--- config.mk ---
export PLATFORM = sky130hd
export DESIGN_NAME = arc_point_interpolator
export DESIGN_NICKNAME = d
export VERILOG_FILES = /design/src/hdl/api_pkg.sv /design/src/hdl/api_cordic.sv /design/src/hdl/api_mul.sv /design/src/hdl/api_div.sv /design/src/hdl/arc_point_interpolator.sv
export SDC_FILE = /design/constraint.sdc
export NUM_CORES = 2
export LEC_CHECK = 0
export ABC_AREA = 1
export ABC_CLOCK_PERIOD_IN_PS = 14620
export BUFFER_PORTS_ARGS = -buffer_cell sky130_fd_sc_hd__buf_2
export CAP_MARGIN = 20
export CELL_PAD_IN_SITES_DETAIL_PLACEMENT = 1
export CELL_PAD_IN_SITES_GLOBAL_PLACEMENT = 1
export CORE_AREA = 2 2 478 480
export CTS_CLUSTER_DIAMETER = 120
export CTS_CLUSTER_SIZE = 30
export DETAILED_ROUTE_END_ITERATION = 8
export DIE_AREA = 0 0 480 482
export PLACE_DENSITY_LB_ADDON = 0.1
export RECOVER_POWER = 25
export SYNTH_ARGS = -nofsm -noshare
export SYNTH_HDL_FRONTEND = slang
export SYNTH_SLANG_ARGS = --single-unit
export TNS_END_PERCENT = 5
--- constraint.sdc ---
create_clock -name clk_i -period 14.62 [get_ports clk_i]
set_input_delay 0.731 -clock clk_i [delete_from_list [all_inputs] [get_ports clk_i]]
set_output_delay 0.731 -clock clk_i [all_outputs]
set_load 0.02 [all_outputs]
--- src/hdl/api_pkg.sv ---
package api_pkg;

  // coordinate format and iteration counts
  localparam int unsigned CoordW     = 32;
  localparam int unsigned ScaleShift = 58 - CoordW;
  localparam int unsigned CordicSteps = 24;
  localparam int unsigned MaxSegments = 63;
  localparam logic [31:0] GainK32    = 32'd2608131496;

  // fixed angles in units of 2^-32 turn
  localparam logic [31:0] AngQuarter      = 32'h4000_0000;
  localparam logic [31:0] AngHalf         = 32'h8000_0000;
  localparam logic [31:0] AngThreeQuarter = 32'hC000_0000;

  // atan(2^-i) in units of 2^-32 turn
  localparam logic [31:0] ATAN_LUT [32] = '{
    32'h20000000, 32'h12E4051E, 32'h09FB385B, 32'h051111D4, 32'h028B0D43,
    32'h0145D7E1, 32'h00A2F61E, 32'h00517C55, 32'h0028BE53, 32'h00145F2F,
    32'h000A2F98, 32'h000517CC, 32'h00028BE6, 32'h000145F3, 32'h0000A2FA,
    32'h0000517D, 32'h000028BE, 32'h0000145F, 32'h00000A30, 32'h00000518,
    32'h0000028C, 32'h00000146, 32'h000000A3, 32'h00000051, 32'h00000029,
    32'h00000014, 32'h0000000A, 32'h00000005, 32'h00000003, 32'h00000001,
    32'h00000001, 32'h00000000
  };

  // cordic unit command
  typedef struct packed {
    logic start;
    logic rotate;
  } cordic_cmd_t;

  // sequencer states
  typedef enum logic [3:0] {
    S_IDLE,
    S_VB,
    S_VB_W,
    S_MR_W,
    S_VF,
    S_VF_W,
    S_MX,
    S_MX_W,
    S_DIV,
    S_DIV_W,
    S_ROT,
    S_ROT_W,
    S_OUT
  } state_e;

endpackage

--- src/hdl/api_cordic.sv ---
module api_cordic (
  input  logic               clk_i,
  input  logic               rst_ni,
  input  api_pkg::cordic_cmd_t cmd_i,
  input  logic signed [63:0] x_i,
  input  logic signed [63:0] y_i,
  input  logic signed [33:0] z_i,
  output logic signed [63:0] x_o,
  output logic signed [63:0] y_o,
  output logic signed [33:0] z_o,
  output logic               done_o
);
  import api_pkg::*;

  logic signed [63:0] x_q, x_d, y_q, y_d;
  logic signed [33:0] z_q, z_d;
  logic [4:0] i_q, i_d;
  logic busy_q, busy_d, done_q, done_d, rot_q, rot_d;
  logic signed [63:0] xs, ys;
  logic signed [33:0] at;
  logic neg;

  // one micro-rotation per cycle
  always_comb begin
    xs = x_q >>> i_q;
    ys = y_q >>> i_q;
    at = {2'b00, ATAN_LUT[i_q]};
    neg = rot_q ? !z_q[33] : y_q[63];
    x_d = x_q; y_d = y_q; z_d = z_q; i_d = i_q;
    busy_d = busy_q; done_d = 1'b0; rot_d = rot_q;
    if (cmd_i.start) begin
      x_d = x_i; y_d = y_i; z_d = z_i; i_d = '0;
      busy_d = 1'b1; rot_d = cmd_i.rotate;
    end else if (busy_q) begin
      if (neg) begin
        x_d = x_q - ys; y_d = y_q + xs; z_d = z_q - at;
      end else begin
        x_d = x_q + ys; y_d = y_q - xs; z_d = z_q + at;
      end
      i_d = i_q + 5'd1;
      if (i_q == 5'(CordicSteps - 1)) begin
        busy_d = 1'b0;
        done_d = 1'b1;
      end
    end
  end

  always_ff @(posedge clk_i or negedge rst_ni) begin
    if (!rst_ni) begin
      busy_q <= 1'b0;
      done_q <= 1'b0;
      i_q    <= '0;
      rot_q  <= 1'b0;
    end else begin
      busy_q <= busy_d;
      done_q <= done_d;
      i_q    <= i_d;
      rot_q  <= rot_d;
    end
  end

  // datapath registers
  always_ff @(posedge clk_i) begin
    x_q <= x_d;
    y_q <= y_d;
    z_q <= z_d;
  end

  assign x_o = x_q;
  assign y_o = y_q;
  assign z_o = z_q;
  assign done_o = done_q;
endmodule

--- src/hdl/api_mul.sv ---
module api_mul (
  input  logic        clk_i,
  input  logic        rst_ni,
  input  logic        start_i,
  input  logic [63:0] a_i,
  output logic [63:0] p_o,
  output logic        done_o
);
  import api_pkg::*;

  logic [63:0] a_q;
  logic [64:0] acc_q, acc_d, sum;
  logic [4:0] b_q, b_d;
  logic busy_q, busy_d, done_q, done_d;

  // one gain bit per cycle, lsb first, shifting out the low bits
  always_comb begin
    sum = acc_q + (GainK32[b_q] ? {1'b0, a_q} : 65'd0);
    acc_d = acc_q; b_d = b_q; busy_d = busy_q; done_d = 1'b0;
    if (start_i) begin
      acc_d = '0; b_d = '0; busy_d = 1'b1;
    end else if (busy_q) begin
      acc_d = sum >> 1;
      b_d = b_q + 5'd1;
      if (b_q == 5'd31) begin
        busy_d = 1'b0;
        done_d = 1'b1;
      end
    end
  end

  always_ff @(posedge clk_i or negedge rst_ni) begin
    if (!rst_ni) begin
      busy_q <= 1'b0;
      done_q <= 1'b0;
      b_q    <= '0;
    end else begin
      busy_q <= busy_d;
      done_q <= done_d;
      b_q    <= b_d;
    end
  end

  always_ff @(posedge clk_i) begin
    acc_q <= acc_d;
    if (start_i) a_q <= a_i;
  end

  assign p_o = acc_q[63:0];
  assign done_o = done_q;
endmodule

--- src/hdl/api_div.sv ---
module api_div (
  input  logic        clk_i,
  input  logic        rst_ni,
  input  logic        start_i,
  input  logic [37:0] num_i,
  input  logic [5:0]  den_i,
  output logic [37:0] quo_o,
  output logic        done_o
);
  logic [37:0] q_q, q_d;
  logic [5:0] rem_q, rem_d, den_q;
  logic [6:0] rem_sh;
  logic [5:0] c_q, c_d;
  logic busy_q, busy_d, done_q, done_d;

  // restoring division, one quotient bit per cycle
  always_comb begin
    rem_sh = {rem_q, q_q[37]};
    q_d = q_q; rem_d = rem_q; c_d = c_q; busy_d = busy_q; done_d = 1'b0;
    if (start_i) begin
      q_d = num_i; rem_d = '0; c_d = '0; busy_d = 1'b1;
    end else if (busy_q) begin
      if (rem_sh >= {1'b0, den_q}) begin
        rem_d = 6'(rem_sh - {1'b0, den_q});
        q_d = {q_q[36:0], 1'b1};
      end else begin
        rem_d = rem_sh[5:0];
        q_d = {q_q[36:0], 1'b0};
      end
      c_d = c_q + 6'd1;
      if (c_q == 6'd37) begin
        busy_d = 1'b0;
        done_d = 1'b1;
      end
    end
  end

  always_ff @(posedge clk_i or negedge rst_ni) begin
    if (!rst_ni) begin
      busy_q <= 1'b0;
      done_q <= 1'b0;
      c_q    <= '0;
    end else begin
      busy_q <= busy_d;
      done_q <= done_d;
      c_q    <= c_d;
    end
  end

  always_ff @(posedge clk_i) begin
    q_q   <= q_d;
    rem_q <= rem_d;
    if (start_i) den_q <= den_i;
  end

  assign quo_o = q_q;
  assign done_o = done_q;
endmodule

--- src/hdl/arc_point_interpolator.sv ---
// arc point interpolator
// slave stream takes one arc per word: tdata holds center, start and end
// points (signed q16.16) and the segment count n, tuser the direction
// (1 clockwise). the master stream returns n+1 points on the circle, each
// with its index, tlast set on the point at the end angle.
// start and end angles come from a shared iterative cordic (24 iterations),
// the radius and the rotation start value from a serial gain multiply
// (32 gain bits). each point takes a serial divide (38 quotient bits) for
// its angle offset, a cordic rotation and an output step; setup is shorter
// when a point lies on the vertical through the center, as its cordic
// vectoring is then skipped.
// one arc is in work at a time: s_axis_tready_o is high only while idle.
// points sit in an output register; while the receiver stalls the next
// point is computed and then held until the register frees up. the final
// point may wait there while the next arc is already accepted.
// reset clears the sequencer and the output valid; no arc is in flight.
module arc_point_interpolator (
  input  logic         clk_i,
  input  logic         rst_ni,
  input  logic         s_axis_tvalid_i,
  output logic         s_axis_tready_o,
  // center_x, center_y, begin_x, begin_y, finish_x, finish_y, segments, pad
  input  logic [199:0] s_axis_tdata_i,
  // clockwise
  input  logic [0:0]   s_axis_tuser_i,
  output logic         m_axis_tvalid_o,
  input  logic         m_axis_tready_i,
  // point_x, point_y, point_index, pad
  output logic [71:0]  m_axis_tdata_o,
  output logic         m_axis_tlast_o
);
  import api_pkg::*;

  state_e state_q, state_d;

  logic signed [31:0] cx_q, cy_q;
  logic signed [32:0] dxb_q, dyb_q, dxf_q, dyf_q;
  logic cw_q, flip_q;
  logic [5:0] n_q, k_q;
  logic [31:0] as_q, ae_q, rad_q, sweep_q, ang_q;
  logic [63:0] x0_q;
  logic [37:0] num_q;
  logic signed [31:0] px_q, py_q;

  logic m_valid_q, m_last_q;
  logic [31:0] mx_q, my_q;
  logic [5:0] mk_q;

  cordic_cmd_t cor_cmd;
  logic signed [63:0] cor_xi, cor_yi, cor_xo, cor_yo;
  logic signed [33:0] cor_zi, cor_zo;
  logic cor_done;
  logic mul_start, mul_done, div_start, div_done;
  logic [63:0] mul_a, mul_p;
  logic [37:0] div_q;

  logic accept, out_free;
  logic signed [32:0] vdx, vdy;
  logic signed [63:0] vx, vy;
  logic [5:0] seg_in, seg_cl;
  logic [31:0] off, ang_raw, ang_tst;
  logic [37:0] rad_r;
  logic signed [63:0] rx, ry, rxr, ryr;
  logic signed [39:0] sx, sy;
  logic [31:0] vz_b, vz_f;

  assign accept   = s_axis_tvalid_i && s_axis_tready_o;
  assign out_free = !m_valid_q || m_axis_tready_i;
  assign s_axis_tready_o = (state_q == S_IDLE);

  // segment count clamp
  always_comb begin
    seg_in = s_axis_tdata_i[197:192];
    seg_cl = seg_in;
    if (seg_in == 6'd0) seg_cl = 6'd1;
    if (seg_in > 6'(MaxSegments)) seg_cl = 6'(MaxSegments);
  end

  // vectoring start vector, mirrored into the right half plane; rotation input in S_ROT
  always_comb begin
    vdx = (state_q == S_VF) ? dxf_q : dxb_q;
    vdy = (state_q == S_VF) ? dyf_q : dyb_q;
    vx = {{5{vdx[32]}}, vdx, 26'd0};
    vy = {{5{vdy[32]}}, vdy, 26'd0};
    cor_zi = '0;
    if (vdx[32]) begin
      vx = -vx;
      vy = -vy;
      cor_zi = {2'b00, AngHalf};
    end
    cor_xi = vx;
    cor_yi = vy;
    if (state_q == S_ROT) begin
      cor_xi = signed'(x0_q);
      cor_yi = '0;
      cor_zi = {{2{ang_q[31]}}, ang_q};
    end
  end

  // special angles for a point on the vertical through the center
  assign vz_b = (!dyb_q[32] && dyb_q != 33'sd0) ? AngQuarter : AngThreeQuarter;
  assign vz_f = (!dyf_q[32] && dyf_q != 33'sd0) ? AngQuarter : AngThreeQuarter;

  // angle of the next point, folded into the right half plane
  always_comb begin
    off = div_q[31:0];
    ang_raw = cw_q ? as_q - off : as_q + off;
    ang_tst = ang_raw + AngQuarter;
  end

  // rounded radius from the gain product
  assign rad_r = 38'((mul_p + (64'd1 << (ScaleShift - 1))) >> ScaleShift);

  // rotated point, rounded and added to the center
  always_comb begin
    rx = flip_q ? -cor_xo : cor_xo;
    ry = flip_q ? -cor_yo : cor_yo;
    rxr = (rx + (64'sd1 <<< (ScaleShift - 1))) >>> ScaleShift;
    ryr = (ry + (64'sd1 <<< (ScaleShift - 1))) >>> ScaleShift;
    sx = 40'(signed'(cx_q)) + rxr[39:0];
    sy = 40'(signed'(cy_q)) + ryr[39:0];
  end

  assign mul_a = (state_q == S_VB_W) ? cor_xo : {6'd0, rad_q, 26'd0};

  // sequencer
  always_comb begin
    state_d = state_q;
    cor_cmd = '{start: 1'b0, rotate: 1'b0};
    mul_start = 1'b0;
    div_start = 1'b0;
    unique case (state_q)
      S_IDLE:  if (accept) state_d = S_VB;
      S_VB: begin
        if (dxb_q == 33'sd0) state_d = S_VF;
        else begin
          cor_cmd.start = 1'b1;
          state_d = S_VB_W;
        end
      end
      S_VB_W: begin
        if (cor_done) begin
          mul_start = 1'b1;
          state_d = S_MR_W;
        end
      end
      S_MR_W:  if (mul_done) state_d = S_VF;
      S_VF: begin
        if (dxf_q == 33'sd0) state_d = S_MX;
        else begin
          cor_cmd.start = 1'b1;
          state_d = S_VF_W;
        end
      end
      S_VF_W:  if (cor_done) state_d = S_MX;
      S_MX: begin
        mul_start = 1'b1;
        state_d = S_MX_W;
      end
      S_MX_W:  if (mul_done) state_d = S_DIV;
      S_DIV: begin
        div_start = 1'b1;
        state_d = S_DIV_W;
      end
      S_DIV_W: if (div_done) state_d = S_ROT;
      S_ROT: begin
        cor_cmd = '{start: 1'b1, rotate: 1'b1};
        state_d = S_ROT_W;
      end
      S_ROT_W: if (cor_done) state_d = S_OUT;
      S_OUT: begin
        if (out_free) state_d = (k_q == n_q) ? S_IDLE : S_DIV;
      end
      default: state_d = S_IDLE;
    endcase
  end

  always_ff @(posedge clk_i or negedge rst_ni) begin
    if (!rst_ni) begin
      state_q   <= S_IDLE;
      m_valid_q <= 1'b0;
    end else begin
      state_q <= state_d;
      if (state_q == S_OUT && out_free) m_valid_q <= 1'b1;
      else if (m_axis_tready_i) m_valid_q <= 1'b0;
    end
  end

  // arc and point datapath
  always_ff @(posedge clk_i) begin
    if (accept) begin
      cx_q  <= s_axis_tdata_i[31:0];
      cy_q  <= s_axis_tdata_i[63:32];
      dxb_q <= 33'(signed'(s_axis_tdata_i[95:64])) - 33'(signed'(s_axis_tdata_i[31:0]));
      dyb_q <= 33'(signed'(s_axis_tdata_i[127:96])) - 33'(signed'(s_axis_tdata_i[63:32]));
      dxf_q <= 33'(signed'(s_axis_tdata_i[159:128])) - 33'(signed'(s_axis_tdata_i[31:0]));
      dyf_q <= 33'(signed'(s_axis_tdata_i[191:160])) - 33'(signed'(s_axis_tdata_i[63:32]));
      n_q   <= seg_cl;
      cw_q  <= s_axis_tuser_i[0];
    end
    if (state_q == S_VB && dxb_q == 33'sd0) begin
      as_q  <= vz_b;
      rad_q <= dyb_q[32] ? 32'(-dyb_q) : dyb_q[31:0];
    end
    if (state_q == S_VB_W && cor_done) as_q <= cor_zo[31:0];
    if (state_q == S_MR_W && mul_done) begin
      rad_q <= (rad_r[37:32] != 6'd0) ? 32'hFFFF_FFFF : rad_r[31:0];
    end
    if (state_q == S_VF && dxf_q == 33'sd0) ae_q <= vz_f;
    if (state_q == S_VF_W && cor_done) ae_q <= cor_zo[31:0];
    if (state_q == S_MX_W && mul_done) begin
      x0_q    <= mul_p;
      sweep_q <= cw_q ? as_q - ae_q : ae_q - as_q;
      num_q   <= '0;
      k_q     <= '0;
    end
    if (state_q == S_DIV_W && div_done) begin
      flip_q <= ang_tst[31];
      ang_q  <= ang_tst[31] ? ang_raw ^ AngHalf : ang_raw;
    end
    if (state_q == S_ROT_W && cor_done) begin
      if (sx > 40'sd2147483647) px_q <= 32'h7FFF_FFFF;
      else if (sx < -40'sd2147483648) px_q <= 32'h8000_0000;
      else px_q <= sx[31:0];
      if (sy > 40'sd2147483647) py_q <= 32'h7FFF_FFFF;
      else if (sy < -40'sd2147483648) py_q <= 32'h8000_0000;
      else py_q <= sy[31:0];
    end
    if (state_q == S_OUT && out_free) begin
      mx_q     <= px_q;
      my_q     <= py_q;
      mk_q     <= k_q;
      m_last_q <= (k_q == n_q);
      k_q      <= k_q + 6'd1;
      num_q    <= num_q + {6'd0, sweep_q};
    end
  end

  api_cordic u_cordic (
    .clk_i  (clk_i),
    .rst_ni (rst_ni),
    .cmd_i  (cor_cmd),
    .x_i    (cor_xi),
    .y_i    (cor_yi),
    .z_i    (cor_zi),
    .x_o    (cor_xo),
    .y_o    (cor_yo),
    .z_o    (cor_zo),
    .done_o (cor_done)
  );

  api_mul u_mul (
    .clk_i   (clk_i),
    .rst_ni  (rst_ni),
    .start_i (mul_start),
    .a_i     (mul_a),
    .p_o     (mul_p),
    .done_o  (mul_done)
  );

  api_div u_div (
    .clk_i   (clk_i),
    .rst_ni  (rst_ni),
    .start_i (div_start),
    .num_i   (num_q),
    .den_i   (n_q),
    .quo_o   (div_q),
    .done_o  (div_done)
  );

  assign m_axis_tvalid_o = m_valid_q;
  assign m_axis_tdata_o  = {2'b00, mk_q, my_q, mx_q};
  assign m_axis_tlast_o  = m_last_q;
endmodule
======== After elaboration in Yosys (flattened, before gate mapping) ========
Memory sizes are Yosys's and may differ from the RTL's.
Cells that the tools add are included.
word-level totals
  register bits ........................... 975
  output and inout port bits .............. 75
  memories ................................ 2
  bits in read-only memories .............. 1056
  logic and storage cells ................. 243
memory list
  name              depth  bits a word  read ports  clocked after memory_dff  write ports  RTL line          text
  (name not given)  32     32           1           0                         0            api_cordic.sv:27  at = {2'b00, ATAN_LUT[i_q]};
  (name not given)  32     1            1           0                         0            api_mul.sv:18     sum = acc_q + (GainK32[b_q] ? {1'b0, a_q} : 65'd0);
operators by class
  multiplexer cells ....................... 94
  reductions and logical operators ........ 34
  bitwise logic cells ..................... 2
  equality and inequality tests ........... 24
  $lt $le $gt $ge ......................... 8
  add/subtract/negate cells ............... 32
  shift operators ......................... 2
operators by type and width
  cell                      count
  $mux W64                  13
  $mux W32                  18
  $mux W38                  4
  $mux W34                  4
  $sub A32 B32 Y33          4
  $add A64 B27 Y64 const B  2
  $add A64 B64 Y64          2
  $neg A59 Y64              2
  $neg A64 Y64              2
  $sshr A64 B5 Y64          2
  $sub A64 B64 Y64          2
  $sub A32 B32 Y32          3
  $add A32 B38 Y39          2
  $gt A39 B32 Y1 const B    2
  $lt A39 B32 Y1 const B    2
  $logic_not A33 Y1         2
  $mux W33                  2
  $reduce_bool A33 Y1       2
  $add A64 B65 Y65          1
  $add A64 B26 Y64 const B  1
  $mux W58                  1
  $pmux W4 S13              1
  $add A38 B32 Y38          1
  $mux W4                   9
  39 further kinds          112

======== Depth between registers and ports, before layout ========
  word-level depth ........................ 8
  gate-level depth with buffers ........... 38

======== Cells and area by module ========
From an unflattened synthesis, not the netlist that was laid out.
unflattened totals
  cell total of the unflattened synthesis .. 14334
  area, all modules ....................... 94944.8 sq um
by module, submodules not included
  module                  area each (sq um)  instances  cells an instance
  arc_point_interpolator  52202.6            1          7247
  api_cordic              30524.3            1          5417
  api_mul                 9426.5             1          1365
  api_div                 2791.4             1          305

======== Least setup slack after synthesis ========
OpenSTA, ideal clock, no wires.
  path type ............................... register to register
  from .................................... register state_q[1]
  to ...................................... register cw_q (enable)
  path slack .............................. 4.256 ns
  cell stages (with the launch flop) ...... 6
  data arrival time ....................... 9.594 ns
  buffers on the path ..................... 0
  data required time ...................... 13.850 ns
  cells stage by stage .................... dfrtp_1 nor2_1 inv_1 nor2_1 inv_1 nor2_1
on the way
  cells in the longest elaborated chain, start to end .. 2
ends and longest elaborated chain
  item                    RTL line                       text
  start, declared         arc_point_interpolator.sv:34   state_e state_q, state_d;
  start signal, assigned  arc_point_interpolator.sv:183  state_q <= state_d;
  $logic_not A4 Y1        arc_point_interpolator.sv:69   assign s_axis_tready_o = (state_q == S_IDLE);
  via s_axis_tready_o     arc_point_interpolator.sv:21   output logic s_axis_tready_o,
  $logic_and A1 B1 Y1     arc_point_interpolator.sv:67   assign accept = s_axis_tvalid_i && s_axis_tready_o;
  via accept              arc_point_interpolator.sv:57   logic accept, out_free;
  end signal, assigned    arc_point_interpolator.sv:199  cw_q <= s_axis_tuser_i[0];
  end, declared           arc_point_interpolator.sv:38   logic cw_q, flip_q;
The timed path passes the listed nets, and every way through them passes these cells.
A chain may end at the register's enable or synchronous reset.

======== Worst setup path after layout ========
  from .................................... register u_cordic.i_q[1]
  to ...................................... register u_cordic.x_q[55] (netlist: u_cordic.x_o[55]) (data pin)
on the way
  cells in the longest elaborated chain, start to end .. 5
  elaborated cells on any way between the ends .. 6
  classes of those cells .................. add/sub: 2; shift: 1; mux: 3
ends and longest elaborated chain
  item                                                  RTL line                            text
  start, declared                                       api_cordic.sv:17                    logic [4:0] i_q, i_d;
  start signal, assigned                                api_cordic.sv:57                    i_q <= i_d;
  $sshr A64 B5 Y64 *                                    api_cordic.sv:26                    ys = y_q >>> i_q;
  $add A64 B64 Y64 or $sub A64 B64 Y64 (tied branches)  api_cordic.sv:38, api_cordic.sv:36
  $mux W64 *                                            api_cordic.sv:35                    if (neg) begin
  $mux W64 *                                            api_cordic.sv:34                    end else if (busy_q) begin
  $mux W64 *                                            api_cordic.sv:31                    if (cmd_i.start) begin
  via u_cordic.x_d[55]                                  api_cordic.sv:15                    logic signed [63:0] x_q, x_d, y_q, y_d;
  end signal, assigned                                  api_cordic.sv:64                    x_q <= x_d;
  end, declared                                         api_cordic.sv:15
Mark *: on every way through the listed nets, which the timed path passes. The rest lies on a longest branch. The select of a mux whose other input is x is not followed.

==> metrics.csv <==
metric,value,unit
cp_slowest_cell,dfrtp_4,
portBuffers,275,
final_antenna_net_count,0,
grt_max_degree,196,
async_flop_share,2.87,%
vias,92400,
placed_area,94400,um^2
arrival,9.05,ns
cap_viol_max_count,5,
slew_violations,170,
core,226000,um^2
cp-end-kind,flip-flop,
drtIter0Drc,8649,
start_util,39.8,%
cts_max_path_buffers,3,
design_area,96100,um^2
ctsHoldBuffers,0,
required,15.14,ns
critPathMaxStageDelay,1.00,ns
hold_path_class,in -> reg,
tns,0,ns
dpl.hpwl,338,mm
r2r_setup_slack,6.10,ns
ioPinCount,280,
synth_cells,13100,
cts_setup_buffers,0,
synth.yosys.warnings,0,
fmax,0.117,GHz
cp-start-kind,flip-flop,
firstDrtPassIters,5,
yosys_most_used_dff,edfxtp_1,
synth-edff-count,877,
wl_per_cell,25.1,um
synth_area,90100,um^2
failed_checks,"max-capacitance violations, max-slew violations",
vias_per_cell,5.71,
yosysSeqAreaShare,31.6,%
grt_setup_unrepaired,no,
grt_pass1_wl,596,mm
grt_pass1_vias,91900,
globalRouteOverflowTotal,0,
drive_gt1_share,3.69,%
critPathKind,reg -> reg,
yosysUniqueCellTypes,75,
htreeDepth,2,
final.period_utilization,58.3,%
nets,13900,
maxSlewHeadroom,-111,%
grt_usage,34.0,%
die_h,482,um
final_common_cell,nand2_1,
cts_tree,yes,
crit_fanout,73,
clk_pin_slew,0.12,ns
finalCriticalPeriod,8.52,ns
area_delta_synth_final,6.72,%
cts_resized,0,
cts_root_buf,clkbuf_16,
drc_errors,0,
status,"complete, but fails checks",
clk_latency,0.78,ns
finalSetupViolCount,0,
chipWidth,480,um
ys_ff_latch,975,
totalWireLength,406,mm
finClkSkew,0.0486,ns
finalHoldViolCount,0,
layout_common_cells,"nand2_1 (3153), inv_1 (1630), nor2_1 (1523)",
cts.sinks,975,
grt_antenna_before_repair,24,
dieArea,231000,um^2
crit_top_cell,nand2_1,
cts_made_buffers,50,
gp_congestion,1.01,
worst_slew_pin_slew,3.17,ns
core.rowCount,175,
synth.avg_cell_area,6.90,um^2
[per-stage QoR]
stage	hold slack, ns	utilization, %	std cells	setup WS, ns
after floorplan	0.400	-	13100	4.26
after CTS	0.0346	42.5	16200	6.24
final	0.156	42.5	16200	6.10
after global routing	0.125	42.4	16200	5.32
after global placement	0.403	41.7	16100	6.45
after detailed placement	0.406	41.7	16100	6.32
[flip-flops by register name, indices dropped and copies added, names as in the netlist, 33 cells and up]
register	flops
u_div.quo_o	38
dyf_q	33
dyb_q	33
u_cordic.x_o	64
dxb_q	33
num_q	38
u_cordic.y_o	64
u_cordic.z_o	34
u_mul.a_q	64
dxf_q	33
u_mul.acc_q	64
x0_q	64
[cells by family (layout without fill, tap and decap cells)]
family / after synthesis / after routing / synth area share [%]
AOI/OAI and AO/OA: 2409 / 2409 / 14.8
xor gates and xnor gates: 699 / 699 / 6.81
adders and majority gates: 604 / 604 / 8.52
buffers and inverters: 1993 / 2114 / 8.67
DFF: 975 / 975 / 31.6
muxes: 3 / 3 / 0.0333
other: 1 / 10 / 0.00416
and+or+nand+nor: 6366 / 6366 / 29.6
[Yosys cell counts, drive strengths merged (3+ instances only)]
cell	n	area [um^2]
clkinv	8	30.0
dfrtp	28	701
nand3b	21	158
a31oi	116	732
o2111ai	12	105
o221ai	12	105
fa	15	300
or4	3	22.5
o311ai	4	35.0
dfxtp	70	1400
o21ai	969	4880
a21o	64	480
o21a	86	646
o31ai	12	95.1
inv	1658	6230
nand4	160	1020
buf	166	945
xor2	452	3970
a22o	11	96.3
nor3	150	766
and3	7	43.8
or2	37	231
nand2	3192	12100
nand3	1131	5690
o22ai	32	200
and2	11	68.8
a2111oi	4	35.0
a21oi	918	4620
clkbuf	161	604
nor4	84	526
a221oi	14	123
ha	589	7370
o211ai	43	328
xnor2	247	2160
edfxtp	877	26300
mux2i	3	30.0
a41oi	4	35.0
nor2	1565	6000
a211oi	17	128
a21boi	43	323
o21bai	37	278
nor3b	3	22.5
[layout make-up]
class	instances	area [um^2]
inverters	1666	6270
flip-flops and latches	975	28500
multi-input cells	10100	53900
well taps	3009	3760
fillers	29300	130000
repair buffers	356	1840
clock inverters	31	477
clock buffers	61	1370
diodes	8	20.0
[routing by layer]
metal	share of wire [%]	vias to the layer above	track usage, %
met5	0.010	-	0
met4	3.5	6	10.9
met3	7.0	509	4.76
met2	44	2941	54.0
met1	45	45200	47.4
li1	-	43700	-
[critical path: cells and delay by family (launching register included)]
kind | cells | cell delay (ns)
flip-flops | 1 | 1.00
AND/OR/NAND/NOR | 22 | 3.78
adder cells (fa/ha/maj) | 2 | 0.66
buffers and inverters | 6 | 1.38
XOR/XNOR | 1 | 0.16
AO/OA/AOI/OAI | 3 | 1.27
[path summary, 6_finish.rpt]
kind | startpoint | endpoint | cells past startpoint
max | u_cordic.i_q[1] | u_cordic.x_o[55] | 34
max in group asynchronous | rst_ni | u_cordic.i_q[2] | 2
min reg2reg | px_q[16] | mx_q[16] | 0
max reg2reg | u_cordic.i_q[1] | u_cordic.x_o[55] | 34
min | s_axis_tdata_i[46] | cy_q[14] | 1
min in group asynchronous | rst_ni | m_axis_tvalid_o | 2
Power is not shown: default switching activity piles up to over one toggle a cycle in this logic, so the estimate is an artifact.
